`config.mk`:
```
export PLATFORM = sky130hd
export DESIGN_NAME = euler_totient_by_gcd
export DESIGN_NICKNAME = d
export VERILOG_FILES = /design/src/rtl/core/etg_pkg.sv /design/src/rtl/core/etg_ctrl.sv /design/src/rtl/core/etg_dp.sv /design/src/rtl/core/euler_totient_by_gcd.sv
export SDC_FILE = /design/constraint.sdc
export NUM_CORES = 1
export LEC_CHECK = 0
export BUFFER_PORTS_ARGS = -buffer_cell sky130_fd_sc_hd__buf_2
export CORE_MARGIN = 3
export CORE_UTILIZATION = 45
export CTS_CLUSTER_DIAMETER = 40
export DETAILED_ROUTE_END_ITERATION = 12
export GPL_ROUTABILITY_DRIVEN = 0
export HOLD_SLACK_MARGIN = 0.08
export MAX_ROUTING_LAYER = met4
export PLACE_DENSITY = 0.62
export SLEW_MARGIN = 30
export SYNTH_ARGS = -nofsm -noshare
export SYNTH_HDL_FRONTEND = slang
export SYNTH_SLANG_ARGS = --single-unit
```
`constraint.sdc`:
```
create_clock -name clk -period 3.7 [get_ports clk]
set_clock_uncertainty 0.2 [all_clocks]
set_input_delay 0.555 -clock clk [delete_from_list [all_inputs] [get_ports clk]]
set_output_delay 0.555 -clock clk [all_outputs]
set_load 0.02 [all_outputs]
```
`src/rtl/core/etg_pkg.sv`:
```
package etg_pkg;

  // Commands from the sequencer to the datapath.
  typedef struct packed {
    logic load_num;   // capture the number, restart candidate and count
    logic start_gcd;  // load the gcd operand pair for the current candidate
    logic gcd_step;   // advance the binary gcd by one step
    logic gcd_close;  // fold the gcd outcome into the count, move to next candidate
    logic emit;       // move the finished count into the output register
  } etg_cmd_t;

  // Status from the datapath to the sequencer.
  typedef struct packed {
    logic cand_done;  // no candidate left below the number
    logic gcd_end;    // gcd outcome is known this cycle
    logic out_hold;   // output register is full and not being taken
  } etg_sts_t;

endpackage

```
`src/rtl/core/etg_ctrl.sv`:
```
module etg_ctrl (
  input  logic              clk,
  input  logic              rst_n,
  input  logic              in_valid,
  output logic              in_ready,
  input  etg_pkg::etg_sts_t sts,
  output etg_pkg::etg_cmd_t cmd
);
  import etg_pkg::*;

  typedef enum logic [3:0] {
    ST_IDLE   = 4'b0001,
    ST_CAND   = 4'b0010,
    ST_GCD    = 4'b0100,
    ST_FINISH = 4'b1000
  } etg_state_t;

  etg_state_t state_r;
  etg_state_t state_nxt;

  always_comb begin
    state_nxt = state_r;
    cmd       = '0;
    in_ready  = 1'b0;
    unique case (state_r)
      ST_IDLE: begin
        in_ready = 1'b1;
        if (in_valid) begin
          cmd.load_num = 1'b1;
          state_nxt    = ST_CAND;
        end
      end
      ST_CAND: begin
        if (sts.cand_done) begin
          state_nxt = ST_FINISH;
        end else begin
          cmd.start_gcd = 1'b1;
          state_nxt     = ST_GCD;
        end
      end
      ST_GCD: begin
        if (sts.gcd_end) begin
          cmd.gcd_close = 1'b1;
          state_nxt     = ST_CAND;
        end else begin
          cmd.gcd_step = 1'b1;
        end
      end
      ST_FINISH: begin
        if (!sts.out_hold) begin
          cmd.emit  = 1'b1;
          state_nxt = ST_IDLE;
        end
      end
      default: begin
        state_nxt = ST_IDLE;
      end
    endcase
  end

  always_ff @(posedge clk) begin
    if (!rst_n) begin
      state_r <= ST_IDLE;
    end else begin
      state_r <= state_nxt;
    end
  end

endmodule

```
`src/rtl/core/etg_dp.sv`:
```
module etg_dp #(
  parameter int VALUE_BITS = 8
) (
  input  logic                  clk,
  input  logic                  rst_n,
  input  logic [VALUE_BITS-1:0] in_number,
  input  etg_pkg::etg_cmd_t     cmd,
  output etg_pkg::etg_sts_t     sts,
  output logic                  out_valid,
  input  logic                  out_ready,
  output logic [VALUE_BITS-1:0] out_coprime_count
);
  import etg_pkg::*;

  localparam logic [VALUE_BITS-1:0] ONE = VALUE_BITS'(1);

  logic [VALUE_BITS-1:0] n_r,   n_nxt;
  logic [VALUE_BITS-1:0] i_r,   i_nxt;
  logic [VALUE_BITS-1:0] a_r,   a_nxt;
  logic [VALUE_BITS-1:0] b_r,   b_nxt;
  logic [VALUE_BITS-1:0] cnt_r, cnt_nxt;
  logic [VALUE_BITS-1:0] out_count_r, out_count_nxt;
  logic                  out_valid_r, out_valid_nxt;

  logic                  a_zero;
  logic                  b_zero;
  logic                  both_even;
  logic                  coprime;
  logic                  a_ge_b;
  logic [VALUE_BITS-1:0] diff;

  assign a_zero    = (a_r == '0);
  assign b_zero    = (b_r == '0);
  assign both_even = !a_r[0] && !b_r[0];
  // gcd is 1 when the surviving operand is 1; a shared factor of two ends early
  assign coprime   = (a_zero && (b_r == ONE)) || (b_zero && (a_r == ONE));
  assign a_ge_b    = (a_r >= b_r);
  assign diff      = a_ge_b ? (a_r - b_r) : (b_r - a_r);

  assign sts.cand_done = (i_r >= n_r);
  assign sts.gcd_end   = a_zero || b_zero || both_even;
  assign sts.out_hold  = out_valid_r && !out_ready;

  always_comb begin
    n_nxt         = n_r;
    i_nxt         = i_r;
    a_nxt         = a_r;
    b_nxt         = b_r;
    cnt_nxt       = cnt_r;
    out_count_nxt = out_count_r;
    out_valid_nxt = out_valid_r && !out_ready;

    if (cmd.load_num) begin
      n_nxt   = in_number;
      i_nxt   = ONE;
      cnt_nxt = '0;
    end
    if (cmd.start_gcd) begin
      a_nxt = i_r;
      b_nxt = n_r;
    end
    if (cmd.gcd_step) begin
      priority if (!a_r[0]) begin
        a_nxt = a_r >> 1;
      end else if (!b_r[0]) begin
        b_nxt = b_r >> 1;
      end else if (a_ge_b) begin
        a_nxt = diff >> 1;
      end else begin
        b_nxt = diff >> 1;
      end
    end
    if (cmd.gcd_close) begin
      i_nxt = i_r + ONE;
      if (coprime) begin
        cnt_nxt = cnt_r + ONE;
      end
    end
    if (cmd.emit) begin
      out_valid_nxt = 1'b1;
      out_count_nxt = cnt_r;
    end
  end

  always_ff @(posedge clk) begin
    n_r         <= n_nxt;
    i_r         <= i_nxt;
    a_r         <= a_nxt;
    b_r         <= b_nxt;
    cnt_r       <= cnt_nxt;
    out_count_r <= out_count_nxt;
  end

  always_ff @(posedge clk) begin
    if (!rst_n) begin
      out_valid_r <= 1'b0;
    end else begin
      out_valid_r <= out_valid_nxt;
    end
  end

  assign out_valid         = out_valid_r;
  assign out_coprime_count = out_count_r;

endmodule

```
`src/rtl/core/euler_totient_by_gcd.sv`:
```
// Euler totient counter: for each accepted number n it returns how many i in
// 1..n-1 share no factor with n (numbers 0 and 1 give 0). One number is worked
// on at a time. The sequencer walks the candidates i one by one and runs a
// binary gcd on (i, n) in a shared subtract-and-shift unit, one step per
// cycle; a common factor of two ends a test at once. Each candidate has a
// setup step that loads the operands, the gcd steps and a closing step that
// folds the outcome into the count.
// The result sits in an output register; a new number is taken while it waits.
module euler_totient_by_gcd #(
  parameter int VALUE_BITS = 8
) (
  input  logic                  clk,
  input  logic                  rst_n,
  input  logic                  in_valid,
  output logic                  in_ready,
  input  logic [VALUE_BITS-1:0] in_number,
  output logic                  out_valid,
  input  logic                  out_ready,
  output logic [VALUE_BITS-1:0] out_coprime_count
);
  import etg_pkg::*;

  etg_cmd_t cmd;
  etg_sts_t sts;

  // Sequencer: candidate walk, gcd run and result hand-off.
  etg_ctrl u_ctrl (
    .clk      (clk),
    .rst_n    (rst_n),
    .in_valid (in_valid),
    .in_ready (in_ready),
    .sts      (sts),
    .cmd      (cmd)
  );

  // Datapath: number, candidate, gcd operands, count and output register.
  etg_dp #(
    .VALUE_BITS (VALUE_BITS)
  ) u_dp (
    .clk               (clk),
    .rst_n             (rst_n),
    .in_number         (in_number),
    .cmd               (cmd),
    .sts               (sts),
    .out_valid         (out_valid),
    .out_ready         (out_ready),
    .out_coprime_count (out_coprime_count)
  );

  // Hold off new input for the cycle after a transfer: the candidate walk owns it.
  a_busy_after_take: assert property (@(posedge clk) disable iff (!rst_n)
    (in_valid && in_ready) |=> !in_ready)
    else $error("input taken while an item is in progress");

  // The count never reaches all ones: at most n-1 candidates below n.
  a_count_range: assert property (@(posedge clk) disable iff (!rst_n)
    out_valid |-> (out_coprime_count != {VALUE_BITS{1'b1}}))
    else $error("coprime count out of range");

  // Zero and one have no candidate and return zero via the candidate check and the finish state.
  a_trivial_input: assert property (@(posedge clk) disable iff (!rst_n)
    (in_valid && in_ready && !out_valid && (in_number < VALUE_BITS'(2)))
      |-> ##3 (out_valid && (out_coprime_count == '0)))
    else $error("trivial input did not give a zero count");

  // At most one datapath command is raised at a time: a gcd closing and a new operand load never coincide.
  a_cmd_exclusive: assert property (@(posedge clk) disable iff (!rst_n)
    $onehot0({cmd.load_num, cmd.start_gcd, cmd.gcd_step, cmd.gcd_close, cmd.emit}))
    else $error("conflicting datapath commands");

endmodule
```
==> impl_metrics.py <==
metrics = {
    "layout": {
        "antenna_cells": 0,
        "drive_gt1_frac": 0.135,
        "fill_cells": 672,
        "multi_input_area_um2": 1820,
        "final-seq-area_um2": 1300,
        "area_growth_pct": 8.43,
        "fin_nets": 409,
    },
    "timing": {
        "clock.fmax_mhz": 300,
        "period_share": 0.901,
        "timing.final.hold_violations": 0,
        "post-route-min-period_ns": 3.33,
        "tightest_slew_ns": 0.798,
        "grt_setup_unrepaired": "no",
        "setup_slack_ns": 0.367,
        "finalMaxSlewViolations": 0,
        "relSlewSlack": 0.463,
        "fin_setup_tns_ns": 0,
        "setup_viol": 0,
    },
    "setup_path": {
        "start_kind": "flop",
        "timing.rr.end": "u_dp.b_r[4]",
        "critPathMaxFanout": 7,
        "arrival_ns": 3.35,
        "required_ns": 3.71,
        "reg2reg_depth": 11,
        "path_class": "flop to flop",
        "critPathCaptureType": "flop",
        "rr_startpoint": "u_dp.a_r[0]",
        "rrSetupSlack_ns": 0.37,
    },
    "synth": {
        "dominantRegCellSynth": "dfxtp_1",
        "ys_ff_latch": 53,
        "syn_inst": 348,
        "synth_edf_count": 24,
        "ys_warn_count": 0,
        "ys_seq_area_frac": 0.393,
        "syn_area_per_cell_um2": 9.51,
        "yosysUniqueCellTypes": 58,
        "syn_area_um2": 3310,
        "synth_nets": 388,
        "async_reset_ff_frac": 0,
    },
    "cts": {
        "cts_resized": 0,
        "post-cts-setup-buffers": 0,
        "cts_made_buffers": 5,
        "cts_sinks": 53,
        "clkTransAtPathRegs_ns": 0.10,
        "cts_tree": "yes",
        "cts_hold_buf": 0,
        "cts.path.max_buffers": 2,
        "clk_latency_ns": 0.30,
        "cts_root_buffer": "clkbuf_8",
        "h-tree-depth": 2,
    },
    "place": {
        "io_buffer_count": 21,
        "dp.final_hpwl_mm": 5.55,
        "dp_slack_ns": 0.461,
    },
    "global_routing": {
        "grt_pass1_vias": 2435,
        "grt_overflow": 0,
        "grt_max_degree": 23,
        "track_usage": 0.177,
        "antenna_found_initial": 0,
        "grt_pass1_wl_mm": 11.8,
    },
    "job": {
        "drv_cap": 0,
    },
    "worst_hold_path": {
        "hp-start": "in_number[1]",
        "hp-class": "input port to flop",
        "hold_depth": 1,
        "min_to": "u_dp.n_r[1]",
    },
    "floorplan": {
        "core_area_um2": 6940,
        "io_pins": 22,
        "die_area_um2": 8420,
        "initial_core_util": 0.477,
        "die_w_um": 91.8,
        "die_height_um": 91.8,
        "rows": 30,
    },
    "drt": {
        "drt_pass1_iterations": 4,
        "via_per_inst": 5.46,
        "drcViolationCount": 0,
        "routed_wl_mm": 7.12,
        "ant_nets": 0,
        "wl_per_cell_um": 15.3,
        "drt_iter0_markers": 162,
        "vias": 2544,
    },
    "power": {
        "irDropWorstVdd_uv": 263,
        "leakage_nw": 1.44,
        "powerDensity_nw_per_um2": 791,
    },
    "run_status": {
        "status": "finished, final reports clean",
    },
}
==> layout by cell type (no fill, tap or decap), drive strengths merged, types with 2 or more instances in the layout <==
cell | Yosys | final
o31ai | 6 | 6
nor3 | 6 | 6
nand4 | 5 | 5
o211ai | 4 | 4
a221o | 2 | 2
nand2 | 24 | 24
xor2 | 10 | 10
nor4 | 8 | 8
nor4b | 3 | 3
and3 | 6 | 6
fa | 2 | 2
a21oi | 16 | 16
nor2b | 4 | 4
edfxtp | 24 | 24
o221a | 2 | 2
a211oi | 2 | 2
nand2b | 7 | 7
xnor2 | 8 | 8
dfxtp | 29 | 29
mux2 | 2 | 2
ha | 26 | 26
a221oi | 4 | 4
o22ai | 7 | 7
nor2 | 36 | 36
buf | 8 | 26
nand3 | 11 | 11
o21ai | 19 | 19
o21a | 2 | 2
mux2i | 12 | 12
a21o | 2 | 2
inv | 30 | 31
o21bai | 2 | 2
clkbuf | 4 | 5
nand3b | 3 | 3
==> logic make-up (layout without fill, tap and decap cells) <==
family                     after synthesis  count (layout)  synth area share
and+or+nand+nor                        118             118             0.198
AOI/OAI and AO/OA                       75              75             0.151
DFF                                     53              53             0.393
buffers and inverters                   42              64            0.0563
adders and majority gates               28              28             0.110
xor gates and xnor gates                18              18            0.0476
muxes                                   14              14            0.0431
==> Yosys cell counts (2+ instances only) <==
library cell  number  area share
nor2_1            32       0.036
inv_1             30       0.034
dfxtp_1           29        0.18
ha_1              26       0.098
edfxtp_1          24        0.22
nand2_1           23       0.026
o21ai_0           18       0.027
a21oi_1           16       0.024
mux2i_1           12       0.036
nand3_1           11       0.017
xor2_1            10       0.026
xnor2_1            8       0.021
nand2b_1           7       0.013
o22ai_1            7       0.013
and3_1             6       0.011
nor3_1             6      0.0091
nor4_1             6       0.011
nand4_1            5      0.0095
o31ai_1            5       0.011
a221oi_1           4       0.011
buf_2              4      0.0060
nor2b_1            4      0.0076
o211ai_1           4      0.0091
clkbuf_1           3      0.0034
nand3b_1           3      0.0068
nor2_2             3      0.0057
a21o_1             2      0.0045
a221o_1            2      0.0060
buf_4              2      0.0045
buf_6              2      0.0068
fa_1               2       0.012
mux2_2             2      0.0068
nor4_4             2       0.013
nor4b_1            2      0.0053
o21a_1             2      0.0045
o21bai_1           2      0.0045
==> layer usage <==
layer  vias up  track usage  share of wire
li1       1294            -              -
met1      1198        0.239           0.50
met3        12       0.0246          0.026
met2        40        0.280           0.46
met5         -            -              0
met4         0       0.0483          0.016
==> sequential cells by signal, summed over array words and instances (netlist names) <==
register                flops
u_dp.out_coprime_count      8
u_ctrl.state_r              4
u_dp.i_r                    8
u_dp.a_r                    8
u_dp.cnt_r                  8
u_dp.out_valid              1
u_dp.n_r                    8
u_dp.b_r                    8
==> stage by stage <==
step	power (W)	utilization	area, um2	instances	hold WS (ns)
after global placement	0.00248	0.504	3500	458	0.244
final	0.00284	0.517	3590	466	0.217
after CTS	0.00283	0.517	3590	466	0.209
after global routing	0.00307	0.517	3590	466	0.201
after detailed placement	0.00248	0.504	3500	458	0.242
after floorplan	0.00212	-	3310	348	0.224
==> critical path, stage by stage (launching register included) <==
cell and delay (ns):
dfxtp_1 0.49, inv_1 0.19, ha_1 0.24, fa_1 0.39
nand2b_1 0.16, o2bb2ai_1 0.15, a21oi_1 0.37, nor2_2 0.16
o22ai_1 0.30, o211ai_1 0.16, xnor2_1 0.17, a221oi_1 0.26
==> cell type report <==
type	instances	area share
clock buffers	5	0.0192
clock inverters	3	0.00593
inverters	30	0.0314
multi-input cells	253	0.508
flip-flops and latches	53	0.363
well taps	96	0.0335
repair buffers	26	0.0397
==> worst max path at each step <==
stage,start,to,depth (start not counted)
after detailed placement,u_dp.a_r[0],u_dp.b_r[4],11
after global placement,u_dp.a_r[0],u_dp.b_r[4],11
after CTS,u_dp.a_r[0],u_dp.b_r[4],11
after global routing,u_dp.a_r[0],u_dp.b_r[4],11
final,u_dp.a_r[0],u_dp.b_r[4],11
after floorplan,u_dp.a_r[0],u_dp.a_r[1],11
==> where the power goes <==
group,switching (W),internal [W]
Sequential,0.000176,0.000743
Clock,0.000196,0.000135
Combinational,0.000938,0.000651
Total,0.00131,0.00153
Note: power is estimated with default switching activity, not from simulation.
